### config.mk
export PLATFORM = sky130hd
export DESIGN_NAME = rpn_stack_evaluator_flat
export DESIGN_NICKNAME = d
export VERILOG_FILES = /design/src/design/rpn_pkg.sv /design/src/design/rpn_if.sv /design/src/design/rpn_dpath.sv /design/src/design/rpn_ctrl.sv /design/src/design/rpn_stack_evaluator.sv /design/src/flat_wrapper.sv
export SDC_FILE = /design/constraint.sdc
export NUM_CORES = 1
export LEC_CHECK = 0
export BUFFER_PORTS_ARGS = -buffer_cell sky130_fd_sc_hd__buf_2
export CAP_MARGIN = 25
export CORE_MARGIN = 1
export CORE_UTILIZATION = 40
export DETAILED_ROUTE_END_ITERATION = 16
export PLACE_DENSITY = 0.56
export SLEW_MARGIN = 20
export SYNTH_ARGS = -nofsm -noshare
export SYNTH_HDL_FRONTEND = slang
export SYNTH_SLANG_ARGS = --single-unit
### constraint.sdc
create_clock -name clk -period 8.7 [get_ports clk]
set_clock_uncertainty 0.05 [all_clocks]
set_input_delay 0.87 -clock clk [delete_from_list [all_inputs] [get_ports clk]]
set_output_delay 0.87 -clock clk [all_outputs]
set_load 0.05 [all_outputs]
### src/design/rpn_pkg.sv
package rpn_pkg;

    // Default sizes of the stack and of one stored value
    localparam int DATA_WIDTH_DEF  = 32;
    localparam int STACK_DEPTH_DEF = 16;

    // Fixed widths of the word fields
    localparam int MODE_W   = 3;
    localparam int OPND_W   = 32;
    localparam int DEPTH_W  = 5;
    localparam int STATUS_W = 3;

    // Mode codes
    localparam logic [MODE_W-1:0] MODE_PUSH = 3'd0;
    localparam logic [MODE_W-1:0] MODE_ADD  = 3'd1;
    localparam logic [MODE_W-1:0] MODE_SUB  = 3'd2;
    localparam logic [MODE_W-1:0] MODE_MUL  = 3'd3;
    localparam logic [MODE_W-1:0] MODE_DIV  = 3'd4;

    // Status codes
    localparam logic [STATUS_W-1:0] ST_OK    = 3'd0;
    localparam logic [STATUS_W-1:0] ST_UNDER = 3'd1;
    localparam logic [STATUS_W-1:0] ST_FULL  = 3'd2;
    localparam logic [STATUS_W-1:0] ST_DIVZ  = 3'd3;
    localparam logic [STATUS_W-1:0] ST_SAT   = 3'd4;

    // Stack update applied when a word completes
    typedef enum logic [1:0] {
        ACT_NONE    = 2'd0,
        ACT_PUSH    = 2'd1,
        ACT_REPLACE = 2'd2
    } act_t;

    // Controller to datapath commands
    typedef struct packed {
        logic                load_in;
        logic                addsub;
        logic                sub;
        logic                mul_init;
        logic                div_init;
        logic                mul_step;
        logic                div_step;
        logic                norm;
        logic                commit;
        act_t                act;
        logic [STATUS_W-1:0] out_status;
    } cmd_t;

    // Datapath to controller status
    typedef struct packed {
        logic full;
        logic few;
        logic rhs_zero;
        logic sat;
    } stat_t;

endpackage

### src/design/rpn_if.sv
interface rpn_in_if;
    logic                               valid;
    logic                               ready;
    logic [rpn_pkg::MODE_W-1:0]         mode;
    logic signed [rpn_pkg::OPND_W-1:0]  operand;

    modport source (output valid, output mode, output operand, input ready);
    modport sink (input valid, input mode, input operand, output ready);
endinterface

interface rpn_out_if;
    logic                               valid;
    logic                               ready;
    logic signed [rpn_pkg::OPND_W-1:0]  top_value;
    logic [rpn_pkg::DEPTH_W-1:0]        stack_depth;
    logic [rpn_pkg::STATUS_W-1:0]       status;

    modport source (output valid, output top_value, output stack_depth, output status,
                    input ready);
    modport sink (input valid, input top_value, input stack_depth, input status,
                  output ready);
endinterface

### src/design/rpn_dpath.sv
module rpn_dpath #(
    parameter int DATA_WIDTH  = rpn_pkg::DATA_WIDTH_DEF,
    parameter int STACK_DEPTH = rpn_pkg::STACK_DEPTH_DEF
) (
    input  logic                               clk,
    input  logic                               rst_n,
    input  rpn_pkg::cmd_t                      cmd,
    output rpn_pkg::stat_t                     stat,
    input  logic signed [rpn_pkg::OPND_W-1:0]  operand,
    output logic signed [rpn_pkg::OPND_W-1:0]  top_value,
    output logic [rpn_pkg::DEPTH_W-1:0]        stack_depth,
    output logic [rpn_pkg::STATUS_W-1:0]       status
);

    localparam int W  = DATA_WIDTH;
    localparam int F  = DATA_WIDTH / 2;
    localparam int QW = 2 * DATA_WIDTH - DATA_WIDTH / 2;
    localparam int AW = $clog2(STACK_DEPTH);
    localparam int SW = $clog2(STACK_DEPTH + 1);

    localparam logic [W-1:0]  SMIN  = {1'b1, {(W-1){1'b0}}};
    localparam logic [W-1:0]  SMAX  = ~SMIN;
    localparam logic [QW-1:0] QHALF = {{(QW-W){1'b0}}, SMIN};

    logic [W-1:0]  mem [STACK_DEPTH];

    logic [SW-1:0] sp_reg, sp_next;
    logic [W-1:0]  top_reg, top_next;
    logic [W-1:0]  rd_reg;
    logic [W-1:0]  opnd_reg;
    logic [W-1:0]  a_reg, a_next;
    logic [W-1:0]  acc_reg, acc_next;
    logic [QW-1:0] shf_reg, shf_next;
    logic          neg_reg, neg_next;
    logic          mul_reg, mul_next;
    logic [W-1:0]  res_reg, res_next;
    logic          sat_reg, sat_next;
    logic [rpn_pkg::OPND_W-1:0]   top_value_reg;
    logic [rpn_pkg::DEPTH_W-1:0]  depth_reg;
    logic [rpn_pkg::STATUS_W-1:0] status_reg;

    logic [W-1:0]  lhs, rhs, lhs_mag, rhs_mag;
    logic [W-1:0]  rhs_op, sum;
    logic          ovf;
    logic [W:0]    msum, rem_sh, diff;
    logic          ge;
    logic [QW-1:0] q;
    logic          over;

    // Left operand sits in memory below the cached top entry
    assign lhs     = rd_reg;
    assign rhs     = top_reg;
    assign lhs_mag = lhs[W-1] ? (~lhs + W'(1)) : lhs;
    assign rhs_mag = rhs[W-1] ? (~rhs + W'(1)) : rhs;

    // Add or subtract with clamping
    assign rhs_op = cmd.sub ? ~rhs : rhs;
    assign sum    = lhs + rhs_op + W'(cmd.sub);
    assign ovf    = (lhs[W-1] == rhs_op[W-1]) && (sum[W-1] != lhs[W-1]);

    // One shift-add multiply step
    assign msum = {1'b0, acc_reg} + (shf_reg[0] ? {1'b0, a_reg} : '0);

    // One restoring divide step
    assign rem_sh = {acc_reg, shf_reg[QW-1]};
    assign ge     = rem_sh >= {1'b0, a_reg};
    assign diff   = rem_sh - {1'b0, a_reg};

    // Scaled magnitude and its clamp test
    assign q    = mul_reg ? {acc_reg, shf_reg[W-1:F]} : shf_reg;
    assign over = neg_reg ? (q > QHALF) : (q >= QHALF);

    always_comb
    begin
        a_next   = a_reg;
        acc_next = acc_reg;
        shf_next = shf_reg;
        neg_next = neg_reg;
        mul_next = mul_reg;
        res_next = res_reg;
        sat_next = sat_reg;
        if (cmd.addsub)
        begin
            res_next = ovf ? (lhs[W-1] ? SMIN : SMAX) : sum;
            sat_next = ovf;
        end
        if (cmd.mul_init)
        begin
            a_next   = lhs_mag;
            acc_next = '0;
            shf_next = QW'(rhs_mag);
            neg_next = lhs[W-1] ^ rhs[W-1];
            mul_next = 1'b1;
        end
        if (cmd.div_init)
        begin
            a_next   = rhs_mag;
            acc_next = '0;
            shf_next = QW'(lhs_mag) << F;
            neg_next = lhs[W-1] ^ rhs[W-1];
            mul_next = 1'b0;
        end
        if (cmd.mul_step)
        begin
            acc_next = msum[W:1];
            shf_next = QW'({msum[0], shf_reg[W-1:1]});
        end
        if (cmd.div_step)
        begin
            acc_next = ge ? diff[W-1:0] : rem_sh[W-1:0];
            shf_next = {shf_reg[QW-2:0], ge};
        end
        if (cmd.norm)
        begin
            res_next = over ? (neg_reg ? SMIN : SMAX)
                            : (neg_reg ? (~q[W-1:0] + W'(1)) : q[W-1:0]);
            sat_next = over;
        end
    end

    // Apply the stack update of a finished word
    always_comb
    begin
        sp_next  = sp_reg;
        top_next = top_reg;
        if (cmd.commit)
        begin
            case (cmd.act)
                rpn_pkg::ACT_PUSH:
                begin
                    sp_next  = sp_reg + SW'(1);
                    top_next = opnd_reg;
                end
                rpn_pkg::ACT_REPLACE:
                begin
                    sp_next  = sp_reg - SW'(1);
                    top_next = res_reg;
                end
                default:
                begin
                    sp_next  = sp_reg;
                    top_next = top_reg;
                end
            endcase
        end
    end

    // Stack pointer
    always_ff @(posedge clk or negedge rst_n)
    begin
        if (!rst_n)
        begin
            sp_reg <= '0;
        end
        else
        begin
            sp_reg <= sp_next;
        end
    end

    // Payload registers
    always_ff @(posedge clk)
    begin
        top_reg <= top_next;
        a_reg   <= a_next;
        acc_reg <= acc_next;
        shf_reg <= shf_next;
        neg_reg <= neg_next;
        mul_reg <= mul_next;
        res_reg <= res_next;
        sat_reg <= sat_next;
        if (cmd.load_in)
        begin
            opnd_reg <= W'(operand);
        end
        if (cmd.commit)
        begin
            top_value_reg <= (sp_next == '0) ? '0 : rpn_pkg::OPND_W'(top_next);
            depth_reg     <= rpn_pkg::DEPTH_W'(sp_next);
            status_reg    <= cmd.out_status;
        end
    end

    // Entries below the top; push spills the old top
    always_ff @(posedge clk)
    begin
        if (cmd.commit && (cmd.act == rpn_pkg::ACT_PUSH) && (sp_reg != '0))
        begin
            mem[AW'(sp_reg - SW'(1))] <= top_reg;
        end
        rd_reg <= mem[AW'(sp_reg - SW'(2))];
    end

    assign stat.full     = (sp_reg == SW'(STACK_DEPTH));
    assign stat.few      = (sp_reg < SW'(2));
    assign stat.rhs_zero = (top_reg == '0);
    assign stat.sat      = sat_reg;

    assign top_value   = top_value_reg;
    assign stack_depth = depth_reg;
    assign status      = status_reg;

endmodule

### src/design/rpn_ctrl.sv
module rpn_ctrl #(
    parameter int DATA_WIDTH = rpn_pkg::DATA_WIDTH_DEF
) (
    input  logic                       clk,
    input  logic                       rst_n,
    input  logic                       in_valid,
    output logic                       in_ready,
    input  logic [rpn_pkg::MODE_W-1:0] mode,
    output logic                       out_valid,
    input  logic                       out_ready,
    input  rpn_pkg::stat_t             stat,
    output rpn_pkg::cmd_t              cmd
);

    localparam int QW = 2 * DATA_WIDTH - DATA_WIDTH / 2;
    localparam int CW = $clog2(QW);

    typedef enum logic [4:0] {
        S_IDLE = 5'b00001,
        S_EXEC = 5'b00010,
        S_ITER = 5'b00100,
        S_NORM = 5'b01000,
        S_FIN  = 5'b10000
    } state_t;

    state_t                       state_reg, state_next;
    logic [rpn_pkg::MODE_W-1:0]   mode_reg, mode_next;
    rpn_pkg::act_t                act_reg, act_next;
    logic [rpn_pkg::STATUS_W-1:0] st_reg, st_next;
    logic                         arith_reg, arith_next;
    logic                         div_reg, div_next;
    logic [CW-1:0]                cnt_reg, cnt_next;
    logic                         out_valid_reg, out_valid_next;
    logic                         slot_free;

    assign slot_free = !out_valid_reg || out_ready;
    assign in_ready  = (state_reg == S_IDLE);
    assign out_valid = out_valid_reg;

    always_comb
    begin
        state_next     = state_reg;
        mode_next      = mode_reg;
        act_next       = act_reg;
        st_next        = st_reg;
        arith_next     = arith_reg;
        div_next       = div_reg;
        cnt_next       = cnt_reg;
        out_valid_next = out_valid_reg;
        cmd            = '0;
        cmd.act        = act_reg;
        cmd.out_status = arith_reg ? (stat.sat ? rpn_pkg::ST_SAT : rpn_pkg::ST_OK) : st_reg;

        // Drop the delivered word
        if (out_valid_reg && out_ready)
        begin
            out_valid_next = 1'b0;
        end

        case (state_reg)
            S_IDLE:
            begin
                if (in_valid)
                begin
                    cmd.load_in = 1'b1;
                    mode_next   = mode;
                    state_next  = S_EXEC;
                end
            end
            S_EXEC:
            begin
                act_next   = rpn_pkg::ACT_NONE;
                st_next    = rpn_pkg::ST_OK;
                arith_next = 1'b0;
                state_next = S_FIN;
                case (mode_reg)
                    rpn_pkg::MODE_PUSH:
                    begin
                        if (stat.full)
                        begin
                            st_next = rpn_pkg::ST_FULL;
                        end
                        else
                        begin
                            act_next = rpn_pkg::ACT_PUSH;
                        end
                    end
                    rpn_pkg::MODE_ADD, rpn_pkg::MODE_SUB:
                    begin
                        if (stat.few)
                        begin
                            st_next = rpn_pkg::ST_UNDER;
                        end
                        else
                        begin
                            cmd.addsub = 1'b1;
                            cmd.sub    = (mode_reg == rpn_pkg::MODE_SUB);
                            act_next   = rpn_pkg::ACT_REPLACE;
                            arith_next = 1'b1;
                        end
                    end
                    rpn_pkg::MODE_MUL:
                    begin
                        if (stat.few)
                        begin
                            st_next = rpn_pkg::ST_UNDER;
                        end
                        else
                        begin
                            cmd.mul_init = 1'b1;
                            act_next     = rpn_pkg::ACT_REPLACE;
                            arith_next   = 1'b1;
                            div_next     = 1'b0;
                            cnt_next     = CW'(DATA_WIDTH - 1);
                            state_next   = S_ITER;
                        end
                    end
                    rpn_pkg::MODE_DIV:
                    begin
                        if (stat.few)
                        begin
                            st_next = rpn_pkg::ST_UNDER;
                        end
                        else if (stat.rhs_zero)
                        begin
                            st_next = rpn_pkg::ST_DIVZ;
                        end
                        else
                        begin
                            cmd.div_init = 1'b1;
                            act_next     = rpn_pkg::ACT_REPLACE;
                            arith_next   = 1'b1;
                            div_next     = 1'b1;
                            cnt_next     = CW'(QW - 1);
                            state_next   = S_ITER;
                        end
                    end
                    default:
                    begin
                        st_next = rpn_pkg::ST_OK;
                    end
                endcase
            end
            S_ITER:
            begin
                cmd.mul_step = !div_reg;
                cmd.div_step = div_reg;
                cnt_next     = cnt_reg - CW'(1);
                if (cnt_reg == '0)
                begin
                    state_next = S_NORM;
                end
            end
            S_NORM:
            begin
                cmd.norm   = 1'b1;
                state_next = S_FIN;
            end
            S_FIN:
            begin
                // Hold until the output register is free
                if (slot_free)
                begin
                    cmd.commit     = 1'b1;
                    out_valid_next = 1'b1;
                    state_next     = S_IDLE;
                end
            end
            default:
            begin
                state_next = S_IDLE;
            end
        endcase
    end

    always_ff @(posedge clk or negedge rst_n)
    begin
        if (!rst_n)
        begin
            state_reg     <= S_IDLE;
            out_valid_reg <= 1'b0;
            act_reg       <= rpn_pkg::ACT_NONE;
            st_reg        <= rpn_pkg::ST_OK;
            arith_reg     <= 1'b0;
            div_reg       <= 1'b0;
            cnt_reg       <= '0;
            mode_reg      <= rpn_pkg::MODE_PUSH;
        end
        else
        begin
            state_reg     <= state_next;
            out_valid_reg <= out_valid_next;
            act_reg       <= act_next;
            st_reg        <= st_next;
            arith_reg     <= arith_next;
            div_reg       <= div_next;
            cnt_reg       <= cnt_next;
            mode_reg      <= mode_next;
        end
    end

endmodule

### src/design/rpn_stack_evaluator.sv
// Push, add, subtract and all error cases pass the controller states EXEC and FIN;
// multiply and divide also pass ITER and NORM. FIN holds while a result word is stalled.
// One word in flight: the next word is taken only after the result is registered.
// The shared shift-add / restoring divide unit works one bit per cycle.
// Reset (rst_n, async, active low) empties the stack; memory contents are not cleared.
module rpn_stack_evaluator #(
    parameter int DATA_WIDTH  = rpn_pkg::DATA_WIDTH_DEF,
    parameter int STACK_DEPTH = rpn_pkg::STACK_DEPTH_DEF
) (
    input logic   clk,
    input logic   rst_n,
    rpn_in_if.sink    in_ch,
    rpn_out_if.source out_ch
);

    rpn_pkg::cmd_t  cmd;
    rpn_pkg::stat_t stat;

    rpn_ctrl #(
        .DATA_WIDTH (DATA_WIDTH)
    ) u_ctrl (
        .clk       (clk),
        .rst_n     (rst_n),
        .in_valid  (in_ch.valid),
        .in_ready  (in_ch.ready),
        .mode      (in_ch.mode),
        .out_valid (out_ch.valid),
        .out_ready (out_ch.ready),
        .stat      (stat),
        .cmd       (cmd)
    );

    rpn_dpath #(
        .DATA_WIDTH  (DATA_WIDTH),
        .STACK_DEPTH (STACK_DEPTH)
    ) u_dpath (
        .clk         (clk),
        .rst_n       (rst_n),
        .cmd         (cmd),
        .stat        (stat),
        .operand     (in_ch.operand),
        .top_value   (out_ch.top_value),
        .stack_depth (out_ch.stack_depth),
        .status      (out_ch.status)
    );

endmodule

### src/flat_wrapper.sv
// flat-port wrapper written by rule: the top's interface ports become plain ports
module rpn_stack_evaluator_flat 
#(
    parameter int DATA_WIDTH  = rpn_pkg::DATA_WIDTH_DEF,
    parameter int STACK_DEPTH = rpn_pkg::STACK_DEPTH_DEF
)
  (clk, rst_n, in_ch_valid, in_ch_mode, in_ch_operand, in_ch_ready, out_ch_valid, out_ch_top_value, out_ch_stack_depth, out_ch_status, out_ch_ready);
  rpn_in_if in_ch_i ();
  rpn_out_if out_ch_i ();
  input logic clk;
  input logic rst_n;
  input wire logic [$bits(in_ch_i.valid)-1:0] in_ch_valid;
  input wire logic [$bits(in_ch_i.mode)-1:0] in_ch_mode;
  input wire logic [$bits(in_ch_i.operand)-1:0] in_ch_operand;
  output wire logic [$bits(in_ch_i.ready)-1:0] in_ch_ready;
  output wire logic [$bits(out_ch_i.valid)-1:0] out_ch_valid;
  output wire logic [$bits(out_ch_i.top_value)-1:0] out_ch_top_value;
  output wire logic [$bits(out_ch_i.stack_depth)-1:0] out_ch_stack_depth;
  output wire logic [$bits(out_ch_i.status)-1:0] out_ch_status;
  input wire logic [$bits(out_ch_i.ready)-1:0] out_ch_ready;
  assign in_ch_i.valid = in_ch_valid;
  assign in_ch_i.mode = in_ch_mode;
  assign in_ch_i.operand = in_ch_operand;
  assign in_ch_ready = in_ch_i.ready;
  assign out_ch_valid = out_ch_i.valid;
  assign out_ch_top_value = out_ch_i.top_value;
  assign out_ch_stack_depth = out_ch_i.stack_depth;
  assign out_ch_status = out_ch_i.status;
  assign out_ch_i.ready = out_ch_ready;
  rpn_stack_evaluator #(.DATA_WIDTH(DATA_WIDTH), .STACK_DEPTH(STACK_DEPTH)) u_core (.clk(clk), .rst_n(rst_n), .in_ch(in_ch_i), .out_ch(out_ch_i));
endmodule
==> metrics.md <==
| Metric | Value |
|---|---|
| I/O pins | 81 |
| DIE HEIGHT | 318 µm |
| Design Power | approximately 14000 µW |
| Vias/cell | around 5.9 |
| Setup CP Type | reg -> reg |
| Count of state elements after synthesis | 821 |
| Clk slew on worst S/H paths | 0.06 ns |
| Number of synthesis warnings | 0 |
| Initial DRC Count | roughly 2800 |
| I/O Buffers | 80 |
| PostCTS Resize Cnt | 0 |
| First-pass GRT wire length | ~170 mm |
| Period utilization | approximately four fifths |
| Area Overhead vs Synth | 12.4% |
| Syn_area_per_cell | 13.4 µm² |
| Clk_lat worst skew | 0.68 ns |
| Fin crit period | 6.89 ns |
| Mux cell area share after synthesis | 11.8% |
| Max stage delay on crit path | a little over 0.8 ns |
| Non-Filler Instances | ~4400 |
| Grt ovf | 0 |
| All-Layer GR Usage | a little under a quarter |
| Post-Synth Adder-Cell Area | under 10% |
| Fmax | 145 MHz |
| Post-Syn Area | roughly 40000 µm² |
| H-tree levels | 3 |
| Post-Synth XOR/XNOR Area | ~4% |
| Syn Inst Count | ~3000 |
| CTS Buf Count | 86 |
| Layout cells sized above 1 | approximately 17% |
| DIE AREA | approximately 100000 µm² |
| Max Root-Sink Buffers | 3 |
| Initial Util | 40.6% |
| Hold_buf cts | 0 |
| Main combinational cell family by area after synthesis | multiplexers |
| Vias | around 26000 |
| Sequential area share after synthesis | 59.6% |
| Root buf cell | clkbuf_16 |
| Multi-input gate area | approximately 15000 µm² |
| CP max-delay cell | or4b_4 |
| Post-synth net total | approximately 3100 |
| Final setup fails | 0 |
| Post-DRT Antenna Nets | 0 |
| Post-CTS setup buffers | 0 |
| Setup_tns | 0 ns |
| Rel. slew slack | a little under a third |
| WP data arrival | 7.23 ns |
| Final #Nets | around 3200 |
| VDD IR-drop max | roughly 0.00020 V |
| Routed WL | roughly 120 mm |
| Critical Path Fanout Max | 39 |
| Average wire per standard cell | between 20 and 30 µm |
| Final hold vios | 0 |
| CP required | 9.04 ns |
| Final core utilization | 45.6% |
| Initial antenna violation count | 4 |
| FILL cells | ~8700 |
| Power Density | between 300 and 400 nW/µm² |
| # rows | 115 |
| Core Area | around 99000 µm² |
| RSZ-0062 raised after global routing | false |
| 1st-pass router iterations | 6 |
| Max-capacitance violation count | 0 |
| Hpwl dp | 77.1 mm |
| Placer Congestion | 0.899 |
| CTS tree | built |
| Type of origin of the critical path | flip-flop |
| Crit path capture type | flip-flop |
| Max-slew violations | 0 |
| Post-synth EDFFs | 730 |
| CP top delay family | compound AO/OA/AOI/OAI gates |
| Top_reg_cell synth | edfxtp_1 |
| Outcome | complete, no violations |
| CTS sink count | 821 |
| Die Width | roughly 320 µm |
| Vias in the first global route | approximately 26000 |
| # DRC | 0 |
| Simple-gate share of the synthesized area | 7.61% |
| Worst-margin pin slew | a little over 1 ns |
| Netlist cell types | 83 |
| FFs w/ async S/R, synth | ~3.2% |
| Crit-path cells | inv_1, ha_1, nor3b_1, or3_1, or4b_4, xnor2_1, ha_1, a21oi_1, o21ai_0, a211oi_2, a211oi_1, o31ai_1, o21ai_0, or2_2, mux2_2, a21oi_1, a21oi_1 |
| Final setup margin | approximately 1.8 ns |
| Worst min path class | in -> async |
| Storage element area | 23900 µm² |
| Post-synthesis compound-gate area fraction | 10.9% |
| Critical path's most frequent cell | a21oi_1 |
| Placed cells | 4274 |
| Pre-CTS setup slack | ~1.8 ns |
| Max reg flops | roughly 510 |
| WP buf/inv | 1 |
| Leak | between 0.015 and 0.02 µW |
| Largest net degree at the start of global routing | 63 |
==> worst paths after layout <==
check | slack (ns) | to | startpoint | cells past startpoint
setup reg to reg | 1.81 | u_core.u_dpath.res_reg[23]$_DFFE_PP_ | u_core.u_dpath.sp_reg[1]$_DFF_PN0_ | 17
min in group clk | 0.31 | u_core.u_dpath.opnd_reg[1]$_DFFE_PP_ | in_ch_operand[1] | 1
max in group asynchronous | 7.86 | u_core.u_dpath.sp_reg[0]$_DFF_PN0_ | rst_n | 1
hold reg to reg | 0.43 | u_core.u_ctrl.st_reg[0]$_DFFE_PN0P_ | u_core.u_ctrl.st_reg[0]$_DFFE_PN0P_ | 2
hold / removal | 0.20 | u_core.u_ctrl.st_reg[0]$_DFFE_PN0P_ | rst_n | 1
setup / recovery | 1.81 | u_core.u_dpath.res_reg[23]$_DFFE_PP_ | u_core.u_dpath.sp_reg[1]$_DFF_PN0_ | 17
==> cell usage after synthesis (6+ instances only) <==
library cell,instances,share of area (%)
a211oi_1,32,0.60
a21boi_0,6,0.11
a21o_1,47,0.88
a21oi_1,215,2.7
a221o_1,32,0.80
a31o_2,7,0.15
a31oi_1,12,0.19
and2_1,45,0.70
and3_1,11,0.17
buf_1,23,0.22
buf_2,18,0.23
clkbuf_1,109,1.0
dfrtp_1,25,1.6
dfxtp_1,65,3.3
edfxtp_1,730,55
ha_1,109,3.4
inv_1,115,1.1
mux2_2,20,0.56
mux2i_1,90,2.3
mux4_2,160,9.0
nand2_1,171,1.6
nand2b_1,11,0.17
nand3_1,37,0.46
nand4_1,11,0.17
nor2_1,211,2.0
nor2b_1,11,0.17
nor3_1,42,0.53
nor3b_1,9,0.17
nor4_1,17,0.27
o211ai_1,16,0.30
o21a_1,16,0.30
o21ai_0,211,2.6
o21bai_1,8,0.15
o22ai_1,24,0.38
o31ai_1,20,0.38
o41ai_1,11,0.24
or2_2,9,0.14
or3_1,16,0.25
or4_1,11,0.21
xnor2_1,106,2.3
xor2_1,72,1.6
==> worst reg2reg max path, stage by stage (launching register included) <==
cell and delay (ns):
dfrtp_4 0.79, inv_1 0.24, ha_1 0.36, nor3b_1 0.27, or3_1 0.48, or4b_4 0.81
xnor2_1 0.25, ha_1 0.37, a21oi_1 0.32, o21ai_0 0.15, a211oi_2 0.35, a211oi_1 0.24
o31ai_1 0.56, o21ai_0 0.22, or2_2 0.31, mux2_2 0.52, a21oi_1 0.26, a21oi_1 0.06
==> area by class of cell <==
class,count,share of cell area [%]
sequential,821,53.1
inverter,117,0.979
tap,1287,3.58
clock buffer,117,5.27
clock inverter,42,0.887
multi-input combinational,1900,34.0
antenna,1,0.00556
timing repair buffer,151,2.21
==> where the power goes <==
| part | total [µW] | switching (µW) | internal (µW) |
|---|---|---|---|
| Sequential | 5630 | 582 | 5050 |
| Combinational | 5060 | 3040 | 2030 |
| Clock | 3620 | 1580 | 2040 |
==> per-layer routing <==
layer / track usage, % / up-vias / part of all wire, %
met5: 0 / - / 0.011
met4: 7.30 / 2 / 3.0
met3: 2.66 / 182 / 5.7
met2: 37.9 / 885 / 49
met1: 31.0 / 13352 / 43
li1: - / 11671 / -
==> cell usage in the layout, fill, tap and decap left out, types with 37 or more instances in the layout <==
cell	synthesis	final
a21o_1	47	47
a21oi_1	215	215
and2_1	45	44
buf_2	18	80
buf_4	2	68
clkbuf_16	0	88
dfxtp_1	65	63
edfxtp_1	730	730
ha_1	109	108
inv_1	115	113
mux2i_1	90	90
mux4_2	160	160
nand2_1	171	171
nand3_1	37	37
nor2_1	211	193
nor3_1	42	41
o21ai_0	211	211
xnor2_1	106	106
xor2_1	72	71
==> kinds of logic after synthesis <==
family          after synthesis
flops                       821
simple gates                636
buf+inv                     269
xor+xnor                    178
mux                         270
compound gates              704
fa+ha+maj                   112
==> stage by stage <==
step	hold WS, ns	cell area (µm²)
after floorplan	0.392	40000
after CTS	0.170	44900
final	0.198	45000
after detailed placement	0.416	42200
after global routing	0.228	45000
after global placement	0.420	42100
Note: power is estimated with default switching activity, not from simulation.
